### src/bcld_pkg.sv
// Shared types and constants for the button click and long-press detector.
// Used by every module of the block; depends on nothing else.
package bcld_pkg;

    // Field widths fixed by the interface.
    localparam int KEY_W     = 3;
    localparam int TIME_W    = 32;
    localparam int MS_W      = 16;
    localparam int CFG_IDX_W = 2;

    // Depth of the queue between the front and back parts.
    localparam int QUEUE_DEPTH = 2;

    // Configuration register indexes.
    localparam logic [CFG_IDX_W-1:0] CFG_DEBOUNCE     = 2'd0;
    localparam logic [CFG_IDX_W-1:0] CFG_LONG_PRESS   = 2'd1;
    localparam logic [CFG_IDX_W-1:0] CFG_DOUBLE_CLICK = 2'd2;
    localparam logic [CFG_IDX_W-1:0] CFG_PRESSED_LVL  = 2'd3;

    // Per-key state machine states.
    typedef enum logic [1:0] {
        ST_RELEASED = 2'd0,
        ST_DEBOUNCE = 2'd1,
        ST_SHORT    = 2'd2,
        ST_LONG     = 2'd3
    } key_state_t;

    // Reported events.
    typedef enum logic [2:0] {
        EV_NONE   = 3'd0,
        EV_SINGLE = 3'd1,
        EV_DOUBLE = 3'd2,
        EV_LSTART = 3'd3,
        EV_LEND   = 3'd4
    } event_t;

    // One classified scan word as it travels from front to back.
    typedef struct packed {
        logic [KEY_W-1:0]  key;
        logic              pressed;
        logic              in_range;
        logic [TIME_W-1:0] now;
    } scan_t;

    // Stored record of one key.
    typedef struct packed {
        key_state_t        st;
        logic [TIME_W-1:0] press_stamp;
        logic [TIME_W-1:0] release_stamp;
        event_t            prior_ev;
    } key_rec_t;

    localparam key_rec_t KEY_REC_RESET = '{
        st:            ST_RELEASED,
        press_stamp:   '0,
        release_stamp: '0,
        prior_ev:      EV_NONE
    };

    // Timing thresholds handed from the configuration registers to the back part.
    typedef struct packed {
        logic [MS_W-1:0] debounce_ms;
        logic [MS_W-1:0] long_press_ms;
        logic [MS_W-1:0] double_click_ms;
    } timing_t;

endpackage

### src/button_click_long_press_detector_top.sv
// Top level of the button click and long-press detector.
// Depends on bcld_pkg, bcld_front, bcld_fifo and bcld_back.
//
// The block takes one scan word per clock while the output side is ready and
// returns exactly one result word per scan word, in order. Each word passes a
// classify register, a two-entry queue, a record read stage and an output
// register, in that order. The back part reads a key record into a register
// and updates it from that copy, with a forwarding path when consecutive words
// hit the same key. Thresholds must be written through the configuration port
// only while the block is idle; the block itself does not enforce this. Per-key
// records start in the released state with zero time stamps right after reset.
module button_click_long_press_detector_top #(
    parameter int NUM_KEYS = 8
) (
    input  logic                            clk,
    input  logic                            rst_n,
    input  logic                            cfg_wr_en,
    input  logic [bcld_pkg::CFG_IDX_W-1:0]  cfg_index,
    input  logic [bcld_pkg::MS_W-1:0]       cfg_wdata,
    input  logic                            in_valid,
    output logic                            in_ready,
    input  logic [bcld_pkg::KEY_W-1:0]      key_index,
    input  logic                            pin_level,
    input  logic [bcld_pkg::TIME_W-1:0]     now_ms,
    output logic                            out_valid,
    input  logic                            out_ready,
    output logic [bcld_pkg::KEY_W-1:0]      key_out,
    output logic [2:0]                      event_code,
    output logic [1:0]                      fsm_state
);

    logic [bcld_pkg::MS_W-1:0] debounce_ms_reg;
    logic [bcld_pkg::MS_W-1:0] long_press_ms_reg;
    logic [bcld_pkg::MS_W-1:0] double_click_ms_reg;
    logic                      pressed_level_reg;
    bcld_pkg::timing_t         timing;

    logic            fq_valid;
    logic            fq_ready;
    bcld_pkg::scan_t fq_item;
    logic            qb_valid;
    logic            qb_ready;
    bcld_pkg::scan_t qb_item;

    // Configuration registers.
    always_ff @(posedge clk or negedge rst_n)
    begin
        if (!rst_n)
        begin
            debounce_ms_reg     <= 16'd20;
            long_press_ms_reg   <= 16'd1000;
            double_click_ms_reg <= 16'd300;
            pressed_level_reg   <= 1'b1;
        end
        else if (cfg_wr_en)
        begin
            case (cfg_index)
                bcld_pkg::CFG_DEBOUNCE:     debounce_ms_reg     <= cfg_wdata;
                bcld_pkg::CFG_LONG_PRESS:   long_press_ms_reg   <= cfg_wdata;
                bcld_pkg::CFG_DOUBLE_CLICK: double_click_ms_reg <= cfg_wdata;
                bcld_pkg::CFG_PRESSED_LVL:  pressed_level_reg   <= cfg_wdata[0];
                default:
                begin
                end
            endcase
        end
    end

    assign timing.debounce_ms     = debounce_ms_reg;
    assign timing.long_press_ms   = long_press_ms_reg;
    assign timing.double_click_ms = double_click_ms_reg;

    // Front part: accept and classify.
    bcld_front #(
        .NUM_KEYS (NUM_KEYS)
    ) u_front (
        .clk           (clk),
        .rst_n         (rst_n),
        .in_valid      (in_valid),
        .in_ready      (in_ready),
        .key_index     (key_index),
        .pin_level     (pin_level),
        .now_ms        (now_ms),
        .pressed_level (pressed_level_reg),
        .q_valid       (fq_valid),
        .q_ready       (fq_ready),
        .q_item        (fq_item)
    );

    // Queue between the two parts.
    bcld_fifo u_fifo (
        .clk        (clk),
        .rst_n      (rst_n),
        .push_valid (fq_valid),
        .push_ready (fq_ready),
        .push_item  (fq_item),
        .pop_valid  (qb_valid),
        .pop_ready  (qb_ready),
        .pop_item   (qb_item)
    );

    // Back part: record update and result.
    bcld_back #(
        .NUM_KEYS (NUM_KEYS)
    ) u_back (
        .clk        (clk),
        .rst_n      (rst_n),
        .timing     (timing),
        .pop_valid  (qb_valid),
        .pop_ready  (qb_ready),
        .pop_item   (qb_item),
        .out_valid  (out_valid),
        .out_ready  (out_ready),
        .key_out    (key_out),
        .event_code (event_code),
        .fsm_state  (fsm_state)
    );

endmodule

### src/bcld_front.sv
// Front part: takes scan words, decodes the pressed level and the key range.
// Depends on bcld_pkg.
module bcld_front #(
    parameter int NUM_KEYS = 8
) (
    input  logic                       clk,
    input  logic                       rst_n,
    input  logic                       in_valid,
    output logic                       in_ready,
    input  logic [bcld_pkg::KEY_W-1:0] key_index,
    input  logic                       pin_level,
    input  logic [bcld_pkg::TIME_W-1:0] now_ms,
    input  logic                       pressed_level,
    output logic                       q_valid,
    input  logic                       q_ready,
    output bcld_pkg::scan_t            q_item
);

    logic            valid_reg;
    bcld_pkg::scan_t item_reg;
    bcld_pkg::scan_t item_next;

    // The stage takes a new word when it is empty or its word moves on.
    assign in_ready = !valid_reg || q_ready;
    assign q_valid  = valid_reg;
    assign q_item   = item_reg;

    // Classify the incoming word.
    always_comb
    begin
        item_next.key      = key_index;
        item_next.pressed  = (pin_level == pressed_level);
        item_next.in_range = (32'(key_index) < 32'(NUM_KEYS));
        item_next.now      = now_ms;
    end

    // Stage valid flag.
    always_ff @(posedge clk or negedge rst_n)
    begin
        if (!rst_n)
        begin
            valid_reg <= 1'b0;
        end
        else if (in_ready)
        begin
            valid_reg <= in_valid;
        end
    end

    // Stage payload.
    always_ff @(posedge clk)
    begin
        if (in_valid && in_ready)
        begin
            item_reg <= item_next;
        end
    end

endmodule

### src/bcld_fifo.sv
// Short queue of classified scan words between the front and back parts.
// Depends on bcld_pkg.
module bcld_fifo (
    input  logic            clk,
    input  logic            rst_n,
    input  logic            push_valid,
    output logic            push_ready,
    input  bcld_pkg::scan_t push_item,
    output logic            pop_valid,
    input  logic            pop_ready,
    output bcld_pkg::scan_t pop_item
);

    localparam int DEPTH = bcld_pkg::QUEUE_DEPTH;
    localparam int PTR_W = (DEPTH > 1) ? $clog2(DEPTH) : 1;
    localparam int CNT_W = $clog2(DEPTH + 1);

    bcld_pkg::scan_t  slot_reg [DEPTH];
    logic [PTR_W-1:0] wr_ptr_reg;
    logic [PTR_W-1:0] rd_ptr_reg;
    logic [CNT_W-1:0] count_reg;
    logic [CNT_W-1:0] count_next;
    logic             do_push;
    logic             do_pop;

    assign push_ready = (count_reg != CNT_W'(DEPTH));
    assign pop_valid  = (count_reg != '0);
    assign pop_item   = slot_reg[rd_ptr_reg];
    assign do_push    = push_valid && push_ready;
    assign do_pop     = pop_valid && pop_ready;

    // Occupancy after this cycle.
    always_comb
    begin
        count_next = count_reg;
        if (do_push && !do_pop)
        begin
            count_next = count_reg + CNT_W'(1);
        end
        else if (do_pop && !do_push)
        begin
            count_next = count_reg - CNT_W'(1);
        end
    end

    // Pointers and count.
    always_ff @(posedge clk or negedge rst_n)
    begin
        if (!rst_n)
        begin
            wr_ptr_reg <= '0;
            rd_ptr_reg <= '0;
            count_reg  <= '0;
        end
        else
        begin
            count_reg <= count_next;
            if (do_push)
            begin
                wr_ptr_reg <= (wr_ptr_reg == PTR_W'(DEPTH - 1)) ? '0 : wr_ptr_reg + PTR_W'(1);
            end
            if (do_pop)
            begin
                rd_ptr_reg <= (rd_ptr_reg == PTR_W'(DEPTH - 1)) ? '0 : rd_ptr_reg + PTR_W'(1);
            end
        end
    end

    // Storage slots.
    always_ff @(posedge clk)
    begin
        if (do_push)
        begin
            slot_reg[wr_ptr_reg] <= push_item;
        end
    end

endmodule

### src/bcld_back.sv
// Back part: per-key record memory, state machine update and output register.
// Depends on bcld_pkg.
module bcld_back #(
    parameter int NUM_KEYS = 8
) (
    input  logic                        clk,
    input  logic                        rst_n,
    input  bcld_pkg::timing_t           timing,
    input  logic                        pop_valid,
    output logic                        pop_ready,
    input  bcld_pkg::scan_t             pop_item,
    output logic                        out_valid,
    input  logic                        out_ready,
    output logic [bcld_pkg::KEY_W-1:0]  key_out,
    output logic [2:0]                  event_code,
    output logic [1:0]                  fsm_state
);

    localparam int KEY_W  = bcld_pkg::KEY_W;
    localparam int TIME_W = bcld_pkg::TIME_W;
    localparam int MS_W   = bcld_pkg::MS_W;
    localparam int ADDR_W = (NUM_KEYS > 1) ? $clog2(NUM_KEYS) : 1;

    // Key record memory and its per-entry written flags.
    bcld_pkg::key_rec_t rec_mem [NUM_KEYS];
    logic [NUM_KEYS-1:0] written_reg;

    // Update stage.
    logic               b_valid_reg;
    bcld_pkg::scan_t    b_item_reg;
    bcld_pkg::key_rec_t rdata_reg;
    logic               rvld_reg;
    logic               byp_reg;
    bcld_pkg::key_rec_t byp_rec_reg;

    // Output register.
    logic                 out_valid_reg;
    logic [KEY_W-1:0]     key_out_reg;
    bcld_pkg::event_t     event_reg;
    bcld_pkg::key_state_t state_reg;

    logic                         b_adv;
    logic                         load;
    logic                         mem_we;
    logic                         same_key;
    logic [KEY_W+ADDR_W-1:0]      b_key_ext;
    logic [KEY_W+ADDR_W-1:0]      h_key_ext;
    logic [ADDR_W-1:0]            b_addr;
    logic [ADDR_W-1:0]            h_addr;
    bcld_pkg::key_rec_t           rec_cur;
    bcld_pkg::key_rec_t           rec_new;
    bcld_pkg::key_state_t         st_new;
    bcld_pkg::event_t             ev;
    bcld_pkg::key_state_t         res_state;
    bcld_pkg::event_t             res_event;
    logic [TIME_W-1:0]            elapsed;
    logic [TIME_W-1:0]            gap;
    logic                         deb_over;
    logic                         long_over;
    logic                         dc_ok;

    // Handshake between the queue, the update stage and the output register.
    assign b_adv     = b_valid_reg && (!out_valid_reg || out_ready);
    assign pop_ready = !b_valid_reg || b_adv;
    assign load      = pop_valid && pop_ready;
    assign mem_we    = b_adv && b_item_reg.in_range;

    // Memory addresses from key numbers.
    assign b_key_ext = {{ADDR_W{1'b0}}, b_item_reg.key};
    assign h_key_ext = {{ADDR_W{1'b0}}, pop_item.key};
    assign b_addr    = b_key_ext[ADDR_W-1:0];
    assign h_addr    = h_key_ext[ADDR_W-1:0];
    assign same_key  = (pop_item.key == b_item_reg.key);

    // Current record: forwarded write, stored entry, or the reset record.
    always_comb
    begin
        if (byp_reg)
        begin
            rec_cur = byp_rec_reg;
        end
        else if (rvld_reg)
        begin
            rec_cur = rdata_reg;
        end
        else
        begin
            rec_cur = bcld_pkg::KEY_REC_RESET;
        end
    end

    // Wrapping elapsed-time compares.
    assign elapsed   = b_item_reg.now - rec_cur.press_stamp;
    assign gap       = rec_cur.press_stamp - rec_cur.release_stamp;
    assign deb_over  = elapsed > {{(TIME_W - MS_W){1'b0}}, timing.debounce_ms};
    assign long_over = elapsed > {{(TIME_W - MS_W){1'b0}}, timing.long_press_ms};
    assign dc_ok     = gap <= {{(TIME_W - MS_W){1'b0}}, timing.double_click_ms};

    // Per-key state machine step.
    always_comb
    begin
        rec_new = rec_cur;
        st_new  = rec_cur.st;
        ev      = bcld_pkg::EV_NONE;
        case (rec_cur.st)
            bcld_pkg::ST_RELEASED:
            begin
                if (b_item_reg.pressed)
                begin
                    rec_new.press_stamp = b_item_reg.now;
                    st_new = bcld_pkg::ST_DEBOUNCE;
                end
            end
            bcld_pkg::ST_DEBOUNCE:
            begin
                if (!b_item_reg.pressed)
                begin
                    st_new = bcld_pkg::ST_RELEASED;
                end
                else if (deb_over)
                begin
                    st_new = bcld_pkg::ST_SHORT;
                end
            end
            bcld_pkg::ST_SHORT:
            begin
                // The long-press threshold wins over a release in the same word.
                if (long_over)
                begin
                    st_new = bcld_pkg::ST_LONG;
                    ev     = bcld_pkg::EV_LSTART;
                end
                else if (!b_item_reg.pressed)
                begin
                    if (rec_cur.prior_ev == bcld_pkg::EV_SINGLE && dc_ok)
                    begin
                        ev = bcld_pkg::EV_DOUBLE;
                    end
                    else
                    begin
                        ev = bcld_pkg::EV_SINGLE;
                    end
                    rec_new.prior_ev      = ev;
                    rec_new.release_stamp = b_item_reg.now;
                    st_new = bcld_pkg::ST_RELEASED;
                end
            end
            default:
            begin
                if (!b_item_reg.pressed)
                begin
                    ev = bcld_pkg::EV_LEND;
                    rec_new.prior_ev      = ev;
                    rec_new.release_stamp = b_item_reg.now;
                    st_new = bcld_pkg::ST_RELEASED;
                end
            end
        endcase
        rec_new.st = st_new;
    end

    // Keys beyond the configured count report nothing.
    assign res_state = b_item_reg.in_range ? st_new : bcld_pkg::ST_RELEASED;
    assign res_event = b_item_reg.in_range ? ev : bcld_pkg::EV_NONE;

    // Control state of the update stage and output register.
    always_ff @(posedge clk or negedge rst_n)
    begin
        if (!rst_n)
        begin
            b_valid_reg   <= 1'b0;
            out_valid_reg <= 1'b0;
            written_reg   <= '0;
            rvld_reg      <= 1'b0;
            byp_reg       <= 1'b0;
        end
        else
        begin
            if (pop_ready)
            begin
                b_valid_reg <= pop_valid;
            end
            if (!out_valid_reg || out_ready)
            begin
                out_valid_reg <= b_valid_reg;
            end
            if (mem_we)
            begin
                written_reg[b_addr] <= 1'b1;
            end
            if (load)
            begin
                rvld_reg <= written_reg[h_addr];
                byp_reg  <= mem_we && same_key;
            end
        end
    end

    // Record memory: registered read for the next word, write-back of this one.
    always_ff @(posedge clk)
    begin
        if (load)
        begin
            b_item_reg  <= pop_item;
            rdata_reg   <= rec_mem[h_addr];
            byp_rec_reg <= rec_new;
        end
        if (mem_we)
        begin
            rec_mem[b_addr] <= rec_new;
        end
    end

    // Output word payload.
    always_ff @(posedge clk)
    begin
        if (b_adv)
        begin
            key_out_reg <= b_item_reg.key;
            event_reg   <= res_event;
            state_reg   <= res_state;
        end
    end

    assign out_valid  = out_valid_reg;
    assign key_out    = key_out_reg;
    assign event_code = event_reg;
    assign fsm_state  = state_reg;

    // A key outside the configured range leaves a quiet result.
    a_out_of_range_quiet: assert property (@(posedge clk) disable iff (!rst_n)
        (b_adv && !b_item_reg.in_range) |=>
        (event_code == bcld_pkg::EV_NONE && fsm_state == bcld_pkg::ST_RELEASED))
        else $error("out-of-range key produced an event or state");

    // Long start is only ever reported together with the long pressed state.
    a_lstart_state: assert property (@(posedge clk) disable iff (!rst_n)
        (out_valid && event_code == bcld_pkg::EV_LSTART) |->
        (fsm_state == bcld_pkg::ST_LONG))
        else $error("long start without long pressed state");

    // Click and long-end events always return the key to released.
    a_release_events: assert property (@(posedge clk) disable iff (!rst_n)
        (out_valid && (event_code == bcld_pkg::EV_SINGLE ||
                       event_code == bcld_pkg::EV_DOUBLE ||
                       event_code == bcld_pkg::EV_LEND)) |->
        (fsm_state == bcld_pkg::ST_RELEASED))
        else $error("release event with a pressed state");

    // A same-key write-back in the load cycle always sets the forwarding flag.
    a_bypass_source: assert property (@(posedge clk) disable iff (!rst_n)
        (load && byp_reg == 1'b0 && mem_we && same_key) |=> byp_reg)
        else $error("missed forwarding of a same-key write-back");

endmodule
### config.mk
export PLATFORM = sky130hd
export DESIGN_NAME = button_click_long_press_detector_top
export DESIGN_NICKNAME = d
export VERILOG_FILES = /design/src/bcld_pkg.sv /design/src/button_click_long_press_detector_top.sv /design/src/bcld_front.sv /design/src/bcld_fifo.sv /design/src/bcld_back.sv
export SDC_FILE = /design/constraint.sdc
export NUM_CORES = 1
export LEC_CHECK = 0
export ABC_AREA = 1
export ABC_CLOCK_PERIOD_IN_PS = 13250
export BUFFER_PORTS_ARGS = -buffer_cell sky130_fd_sc_hd__buf_4
export CAP_MARGIN = 20
export CORE_ASPECT_RATIO = 1.5
export CORE_MARGIN = 5
export CORE_UTILIZATION = 60
export DETAILED_ROUTE_END_ITERATION = 10
export PLACE_DENSITY = 0.77
export REMOVE_ABC_BUFFERS = 1
export SLEW_MARGIN = 40
export SYNTH_ARGS = -nofsm -noshare
export SYNTH_HDL_FRONTEND = slang
export SYNTH_SLANG_ARGS = --single-unit
export TNS_END_PERCENT = 30
### constraint.sdc
create_clock -name clk -period 13.25 [get_ports clk]
set_input_delay 3.975 -clock clk [delete_from_list [all_inputs] [get_ports clk]]
set_output_delay 3.975 -clock clk [all_outputs]
set_load 0.01 [all_outputs]
==> impl.org, run 1 <==
** Clocking
- For this design, the sink count on the clock tree is 908.
- Counting along the longest clock path gives a buffer depth of 3.
- The number of setup buffers added after CTS is 0.
- Clk root buf :: sky130_fd_sc_hd__clkbuf_16
- Clock-pin slew was measured on the worst setup and hold paths at 0.06 ns.
- In this run the number of H-tree levels came out at 3.
- TritonCTS clock tree :: yes
- After clock tree synthesis, the repair step resized 0 gates.
- CTS buffer count :: 82
- The clock reaches the later pin of the worst-skew pair after 0.66 ns.
- Number of hold-repair buffers added at the cts stage :: 0

** Routing
- DR WL/cell :: 22.0 um
- 1st-pass router iterations :: 7
- Initial detailed-routing violation count :: 3,820
- DR DRC count :: 0
- Vias per cell :: 6.07
- The detailed router placed 30,600 vias in this run.
- Total routed wirelength :: 111 mm
- Detail Route Antenna Nets :: 0

** Timing
- Total count of max-transition violations in the final report :: 0
- After routing, the total negative slack on setup checks comes to 0 ns.
- At the pin with the least slew margin, the transition time is 0.860 ns.
- Setup repair after global routing left no endpoint under its margin.
- Maximum clock skew at final layout :: 0.0241 ns
- Clock period minus final worst setup slack :: 6.64 ns
- Fmax :: 0.151 GHz
- Setup violations remaining at the end of the flow were counted as 0.
- Hold Violations, Final :: 0
- Of the available clock period, the critical path in the final layout requires 0.501.
- The worst pin sits at a relative slew slack of 0.426.

** Global route
- Entering global routing, the biggest net connects 142 pins.
- Vias in the first global route :: 29,900
- After global routing the overflow that remains totals 0.
- The first global-routing pass estimated 169 mm of wire.
- Number of antenna violations at the first check in global routing :: 2
- For this run, the total global-route usage over all layers was measured as 0.293.

** Floorplanning
- Measured along the x axis, the die boundary spans 225 um.
- Core outline area :: 68,900 um^2
- Height of the die :: 332 um
- Starting Density :: 0.603
- 69 I/O pins were placed.
- # rows :: 118
- Die outline area :: 74,800 um^2

** Worst hold path
- Worst hold endpoint :: u_fifo.slot_reg[0][21]
- The worst hold path belongs to the class flop to flop.
- Hold Path Depth :: 0
- In this run the most critical hold path is launched from u_front.q_item[21].

** Logic synthesis
- Top_reg_cell synth :: sky130_fd_sc_hd__edfxtp_1
- The cell area that synthesis handed to floorplanning was 41,600 um^2.
- Number of standard cells after synthesis :: 4,060
- The netlist uses 50 different library cells.
- Part of the Yosys area used for sequential elements :: 0.648
- Counting flops with an async set or reset pin after synthesis yields a share of 0.0727.
- Syn_area_per_cell :: 10.2 um^2
- Number of synthesized flops with an enable pin :: 842
- During synthesis, Yosys emitted a total of 0 warnings.
- Counting flops and latches in the post-synthesis netlist gives 908.

** Worst setup path
- CP top delay family :: buffers and inverters
- Along the worst path, the maximum fanout reaches 31.
- Required time reported for the critical path endpoint :: 13.52 ns
- Startpoint kind of the worst setup timing path :: primary input
- List of cells traversed by the critical path :: buf_4, inv_1, a21oi_4, nand2_1, nor2_4, buf_4, buf_4
- The critical path is of the primary input to flop type.
- R2R Path End :: u_back.rec_mem[2][26]
- On the critical path, the stage with the largest delay is an instance of sky130_fd_sc_hd__nor2_4.
- Worst reg2reg setup slack :: 6.95 ns
- Count of buffering cells on the critical path with inverters included :: 4
- The most numerous cell type found on the critical path is sky130_fd_sc_hd__buf_4.
- Worst Path Arrival :: 6.91 ns
- In this run the critical register-to-register path is launched from u_back.byp_reg.
- Worst R2R Path Depth :: 24
- In this design, the stage delay of the slowest critical-path cell is 0.72 ns.
- STA classifies the critical path endpoint as a flop.

** Placed design
- Port Buffer Count :: 68
- Post-placement cell area :: 43,000 um^2
- Number of placed instances with taps included :: 4,894
- Detailed placement finished with a half-perimeter wire length of 68.5 mm.
- At the end of routability-driven placement, the weighted congestion stood at 1.01.

** Run
- Max Cap Violations :: 0

** Cells and area
- The area growth from synthesis to layout is 9.71%.
- The net count of the finished layout is 4,231.
- Of the cells placed in the final design, the portion with a size suffix greater than 1 is 0.0767.
- For this run, the share of the core covered by cells in the final layout is 0.662.
- Flip-flop count of the largest register, all copies and words added :: 552
- After routing the design area is 45,600 um^2.
- The finished layout holds 5,046 standard cells, fillers aside.

** Status
- The run finished with clean final reports.
[worst max path at each step]
stage                       from                     to  cells past startpoint
2_1_floorplan  u_fifo.rd_ptr_reg        u_back.rvld_reg                      8
3_3_place_gp           out_ready  u_back.rec_mem[6][50]                      7
3_5_place_dp           out_ready  u_back.rec_mem[6][52]                      7
4_1_cts                out_ready  u_back.rec_mem[6][59]                      7
5_1_grt                out_ready  u_back.rec_mem[6][59]                      7
6_report               out_ready  u_back.rec_mem[6][59]                      7
[metal layers]
metal | vias up | track usage | wire length, um
li1 | 14000 | - | -
met1 | 14600 | 0.370 | 39900
met2 | 1724 | 0.493 | 54100
met3 | 336 | 0.0499 | 11400
met4 | 2 | 0.140 | 5410
met5 | - | 0 | 13
[synthesized netlist by cell type (all sizes together), types with 13 or more instances]
master	number	area, um^2
dfrtp	53	1330
dfstp	13	342
nand4	20	125
ha	91	1140
xor2	27	236
edfxtp	842	25300
a22oi	26	195
o21ai	447	2240
a31oi	70	438
nor3	17	95.1
inv	300	1130
nor2	651	2470
o22ai	70	438
nand2	940	3580
buf	36	240
nand3	133	696
clkbuf	138	518
a21oi	122	611
[worst register-to-register path, stage by stage, from the launching register on]
cell and delay, ns:
sky130_fd_sc_hd__dfrtp_4 0.87, sky130_fd_sc_hd__buf_4 0.73, sky130_fd_sc_hd__inv_4 0.34, sky130_fd_sc_hd__nand2_1 0.21, sky130_fd_sc_hd__nand2_1 0.10, sky130_fd_sc_hd__nand2_1 0.17, sky130_fd_sc_hd__nand2_1 0.20, sky130_fd_sc_hd__nor2_4 0.15
sky130_fd_sc_hd__nand2_1 0.11, sky130_fd_sc_hd__nor2_1 0.15, sky130_fd_sc_hd__nand2_1 0.08, sky130_fd_sc_hd__nand3_2 0.08, sky130_fd_sc_hd__xor2_1 0.26, sky130_fd_sc_hd__ha_1 0.31, sky130_fd_sc_hd__a21oi_1 0.15, sky130_fd_sc_hd__nor2_1 0.05
sky130_fd_sc_hd__a2111oi_0 0.36, sky130_fd_sc_hd__nand2_1 0.08, sky130_fd_sc_hd__nand2_1 0.12, sky130_fd_sc_hd__nand3_2 0.08, sky130_fd_sc_hd__buf_4 0.34, sky130_fd_sc_hd__inv_4 0.55, sky130_fd_sc_hd__nand2_1 0.13, sky130_fd_sc_hd__nand3_1 0.12
sky130_fd_sc_hd__nand2_1 0.23
[logic make-up after synthesis]
family	Yosys count	share of synthesized area
compound gates	767	0.100
xor+xnor	36	0.00758
fa+ha+maj	91	0.0274
buf+inv	474	0.0454
flops	908	0.648
simple gates	1784	0.171
[area by class of cell]
class	count	area (um^2)
multi-input combinational	2678	12900
clock buffer	101	2160
antenna	1	2.50
clock inverter	47	408
sequential	908	27000
tap	900	1130
fill	5145	23300
timing repair buffer	111	915
inverter	300	1150
[through the flow]
step / setup slack, ns / hold slack (ns)
6_report: 6.61 / 0.436
5_1_grt: 6.55 / 0.441
4_1_cts: 6.64 / 0.432
3_5_place_dp: 5.97 / 0.430
3_3_place_gp: 5.65 / 0.422
2_1_floorplan: 0.512 / 0.421
[placed cells by master, fill, tap and decap left out, types with 10 or more instances in the layout]
cell type	instances
sky130_fd_sc_hd__a21oi_1	121
sky130_fd_sc_hd__a22oi_1	25
sky130_fd_sc_hd__a31oi_1	70
sky130_fd_sc_hd__buf_4	93
sky130_fd_sc_hd__buf_6	13
sky130_fd_sc_hd__clkbuf_1	16
sky130_fd_sc_hd__clkbuf_16	83
sky130_fd_sc_hd__clkinv_1	16
sky130_fd_sc_hd__clkinv_2	13
sky130_fd_sc_hd__dfrtp_1	52
sky130_fd_sc_hd__dfstp_2	13
sky130_fd_sc_hd__edfxtp_1	842
sky130_fd_sc_hd__ha_1	91
sky130_fd_sc_hd__inv_1	291
sky130_fd_sc_hd__nand2_1	920
sky130_fd_sc_hd__nand2_2	19
sky130_fd_sc_hd__nand3_1	124
sky130_fd_sc_hd__nand4_1	20
sky130_fd_sc_hd__nor2_1	630
sky130_fd_sc_hd__nor2_4	12
sky130_fd_sc_hd__nor3_1	15
sky130_fd_sc_hd__o21ai_0	408
sky130_fd_sc_hd__o21ai_1	36
sky130_fd_sc_hd__o22ai_1	70
sky130_fd_sc_hd__or2_2	10
sky130_fd_sc_hd__xor2_1	27
Power of run 1 is left out: the tool's default activity adds up to more than one toggle a clock period on the data nets, which glitch-free logic cannot reach.
==> run 2, diff against run 1 <==
--- a/config.mk
+++ b/config.mk
@@ -5,8 +5,8 @@
 export SDC_FILE = /design/constraint.sdc
 export NUM_CORES = 1
 export LEC_CHECK = 0
-export ABC_AREA = 1
-export ABC_CLOCK_PERIOD_IN_PS = 13250
+export ABC_AREA = 0
+export ABC_CLOCK_PERIOD_IN_PS = 6800
 export BUFFER_PORTS_ARGS = -buffer_cell sky130_fd_sc_hd__buf_4
 export CAP_MARGIN = 20
 export CORE_ASPECT_RATIO = 1.5
==> constraint.sdc (replaced) <==
create_clock -name clk -period 6.8 [get_ports clk]
set_input_delay 2.04 -clock clk [delete_from_list [all_inputs] [get_ports clk]]
set_output_delay 2.04 -clock clk [all_outputs]
set_load 0.01 [all_outputs]
==> run 2 against run 1 <==
Compared with the run above:
- register-to-register slack lost 6.7 ns
- core utilization grew 1.2 points
- die area shrank 1.2%
- critical path type is now flop to flop
- critical endpoint is now u_back.byp_rec_reg[1]
- highest routed layer is now met4
==> impl.org, run 2 <==
** Clocking
- The total of hold buffers inserted after clock tree synthesis came to 0 (unchanged).
- The post-cts resize count was 0 (unchanged).
- The buffer count from post-CTS setup fixing came to 0 (unchanged).
- CTS buffer count :: 82 (unchanged)
- The H-tree depth is 3 (unchanged).
- The maximum root-to-sink buffer count is 3 (unchanged).
- Clk root buf :: sky130_fd_sc_hd__clkbuf_16
- The post-CTS clock slew at the launch and capture registers of the worst setup and hold paths is 0.06 ns (about the same).
- TritonCTS built the clock tree.
- Clock network latency to the later pin of the worst-skew pair :: 0.65 ns (about the same)
- Sink count of the clock tree :: 908 (unchanged)

** Logic synthesis
- The flop and latch count out of synthesis is 908 (unchanged).
- Top_reg_cell synth :: sky130_fd_sc_hd__edfxtp_1
- Counting instances in the post-synthesis netlist gives the leading cell types as 842 x sky130_fd_sc_hd__edfxtp_1, 752 x sky130_fd_sc_hd__nand2_1, 375 x sky130_fd_sc_hd__nand3_1, 164 x sky130_fd_sc_hd__clkbuf_1, 144 x sky130_fd_sc_hd__o21ai_0.
- The synthesized area was 41,100 um^2 (-1.2%).
- The fraction of synthesis flops using an asynchronous set or reset pin was 0.0727 (unchanged).
- Number of synthesized flops with an enable pin :: 842 (unchanged)
- Area share of the largest cell type after synthesis :: 0.615 (+0.00741)
- The synthesis warning total was 0 (unchanged).
- The synthesized design spends more area on one cell type than any other, namely sky130_fd_sc_hd__edfxtp_1.
- Syn_area_per_cell :: 12.0 um^2 (+17%)
- Number of standard cells after synthesis :: 3,435 (-15%)
- Dominant cells by area after synthesis :: sky130_fd_sc_hd__edfxtp_1 62%, sky130_fd_sc_hd__nand2_1 6.9%, sky130_fd_sc_hd__nand3_1 4.6%, sky130_fd_sc_hd__dfrtp_1 3.2%, sky130_fd_sc_hd__ha_1 2.8%
- The share of synthesized area occupied by flip-flops and latches is 0.656 (+0.00789).
- Most numerous cell in the Yosys netlist :: sky130_fd_sc_hd__edfxtp_1
- The distinct cell type count of the synthesized netlist came to 100 (+100%).

** Worst setup path
- Timing startpoint of the critical path :: u_back.byp_reg
- STA classifies the critical path endpoint as a flop.
- Largest fanout on the critical path :: 60 (+94%)
- The worst path required time was 7.15 ns (-6.37 ns).
- Reg-to-Reg Start :: u_back.byp_reg
- Worst Path Arrival :: 6.88 ns (-0.03 ns)
- The worst setup path is launched from a flop.
- Type of the worst setup path :: flop to flop

** Global route
- Largest net degree at the start of global routing :: 191 (+35%)
- Vias in the first global route :: 28,300 (-5.4%)
- The total routing resource utilization after global routing came to 0.295 (+0.00235).
- The first-pass GRT wire length is 167 mm (-1.3%).
- The sum of overflow across all layers after global routing came to 0 (unchanged).
- The initial antenna violation count is 1 (-1).

** Placed design
- The count of input and output buffers was 68 (unchanged).
- The final HPWL from detailed placement is 67.6 mm (-1.2%).
- The final weighted congestion of routability-driven global placement is 0.949 (-5.9%).

** Floorplanning
- The effective utilization at floorplan was 0.605 (+0.00172).
- The placeable core region is 67,900 um^2 (-1.5%).
- The site row count came to 117 (-0.85%).
- Height of the die :: 330 um (-0.59%)
- Die outline area :: 73,900 um^2 (-1.2%)
- I/O pin count :: 69 (unchanged)
- Horizontal die dimension :: 224 um (-0.58%)

** Timing
- Hold Violations, Final :: 0 (unchanged)
- Clock period minus final worst setup slack :: 6.53 ns
- The worst slew slack as a fraction of its limit came to 0.395 (-0.0317).
- Dividing the final minimum period by the clock period gives 0.960.
- Final setup violation count :: 0 (unchanged)
- Setup repair after global routing left no endpoint under its margin.
- Fmax :: 0.153 GHz
- Total count of max-transition violations in the final report :: 0 (unchanged)
- The smallest hold slack was 0.444 ns (+0.00804 ns).
- Maximum clock skew at final layout :: 0.0259 ns (+0.00183 ns)
- Worst slew pin tran :: 0.908 ns (+0.0475 ns)

** Cells and area
- End-of-flow core utilization :: 0.673 (+0.0116)
- The final net count was 3,618 (-14%).
- Flip-flop and latch area :: 27,000 um^2 (about the same)
- Flip-flop count of the largest register, all copies and words added :: 552 (unchanged)
- Layout cells sized above 1 :: 0.119 (+0.0418)
- Area taken by multi-input logic gates :: 13,200 um^2 (+2.5%)
- Fill cell count :: 4,710 (-8.5%)
- In the layout the commonest cells are 842 x sky130_fd_sc_hd__edfxtp_1, 751 x sky130_fd_sc_hd__nand2_1, 374 x sky130_fd_sc_hd__nand3_1.
- Compared with the post-synthesis result, the final layout area differs by 11.3%.
- Number of antenna diodes :: 0 (-1)
- The library cell used most frequently in the layout, excluding fill and tap cells, is sky130_fd_sc_hd__edfxtp_1.

** Routing
- The average wire length per cell after detail routing was 25.0 um (+14%).
- Detail Route Antenna Nets :: 0 (unchanged)
- Vias per cell :: 6.44 (+6.2%)
- The first-pass detailed-route iteration total was 6 (-1).
- The via count is 28,500 (-6.8%).
- Total routed wirelength :: 111 mm (about the same)
- The DRC marker count from the first detailed-route iteration was 3,266 (-15%).
- DR DRC count :: 0 (unchanged)

** Status
- The run finished with clean final reports.

** Worst hold path
- The path class of the tightest hold or removal check is flop to flop.
- In this run the most critical hold path is launched from u_front.q_item[13].

** Run
- The max-cap violation count is 0 (unchanged).
run 2: changes by cell type in the layout (fill, tap and decap cells not counted), moves of 30 or more:
cell                      delta
sky130_fd_sc_hd__a31oi_1    -37
sky130_fd_sc_hd__inv_1     -205
sky130_fd_sc_hd__nand2_1   -169
sky130_fd_sc_hd__xnor2_1    +30
sky130_fd_sc_hd__o22ai_1    -65
sky130_fd_sc_hd__mux2_2     +72
sky130_fd_sc_hd__nand3_1   +250
sky130_fd_sc_hd__o21ai_0   -264
sky130_fd_sc_hd__a22oi_1    +30
sky130_fd_sc_hd__o21ai_1    -33
sky130_fd_sc_hd__nor2_1    -534
run 2: worst paths after layout:
kind / end / slack, ns / depth (start not counted)
worst max-delay path: u_back.byp_rec_reg[1] / 0.27 / 21
worst min-delay path: u_fifo.slot_reg[0][13] / 0.44 / 0
worst max register to register: u_back.byp_rec_reg[1] / 0.27 / 21
worst min register to register: u_fifo.slot_reg[0][13] / 0.44 / 0
max in group asynchronous: debounce_ms_reg[13] / 4.90 / 1
min in group asynchronous: u_back.b_valid_reg / 1.38 / 1
run 2: metrics by stage:
| stage | setup slack [ns] | setup TNS [ns] | area, um^2 | std cells |
|---|---|---|---|---|
| 2_1_floorplan | -19.72 | -2612.35 | 40400 | 3252 |
| 3_3_place_gp | 0.557 | 0 | 42800 | 4269 |
| 3_5_place_dp | 0.488 | 0 | 42800 | 4274 |
| 4_1_cts | 0.413 | 0 | 45700 | 4425 |
| 5_1_grt | 0.0190 | 0 | 45700 | 4427 |
| 6_report | 0.270 | 0 | 45700 | 4427 |
run 2: area by class of cell:
class	instances	share of cell area
timing repair buffer	132	0.0279
clock buffer	101	0.0483
sequential	908	0.589
clock inverter	50	0.0132
multi-input combinational	2255	0.289
tap	892	0.0244
inverter	89	0.00769
run 2: kinds of logic after synthesis:
kind of cell    count (synthesis)  synth area share
compound gates                546            0.0878
fa+ha+maj                     101            0.0302
simple gates                 1449             0.161
flops                         908             0.656
xor+xnor                       71            0.0151
buf+inv                       272            0.0260
mux                            88            0.0238
run 2: per-layer routing:
metal | GRT usage | vias up | share of wire
met1 | 0.364 | 14000 | 0.37
met4 | 0.163 | 0 | 0.061
li1 | - | 12700 | -
met3 | 0.0411 | 332 | 0.071
met2 | 0.506 | 1477 | 0.50
met5 | 0 | - | 0
run 2: worst max-delay path: stages (launching register included):
cell and delay [ns]:
sky130_fd_sc_hd__dfrtp_4 0.63, sky130_fd_sc_hd__nor2b_4 0.20, sky130_fd_sc_hd__buf_12 0.34, sky130_fd_sc_hd__a22oi_1 0.25, sky130_fd_sc_hd__ha_1 0.38, sky130_fd_sc_hd__or2_2 0.30
sky130_fd_sc_hd__o311a_1 0.11, sky130_fd_sc_hd__a21boi_0 0.31, sky130_fd_sc_hd__o211ai_1 0.31, sky130_fd_sc_hd__a311oi_1 0.35, sky130_fd_sc_hd__buf_4 0.20, sky130_fd_sc_hd__nor2_1 0.05
sky130_fd_sc_hd__a21oi_1 0.17, sky130_fd_sc_hd__xnor2_1 0.10, sky130_fd_sc_hd__ha_1 0.31, sky130_fd_sc_hd__nand4_1 0.16, sky130_fd_sc_hd__nor4_1 0.74, sky130_fd_sc_hd__o2111ai_1 0.22
sky130_fd_sc_hd__nor3_1 0.27, sky130_fd_sc_hd__o2111a_1 0.25, sky130_fd_sc_hd__and4_1 0.24, sky130_fd_sc_hd__o2bb2ai_1 0.33
Power of run 2 is left out for the same reason.
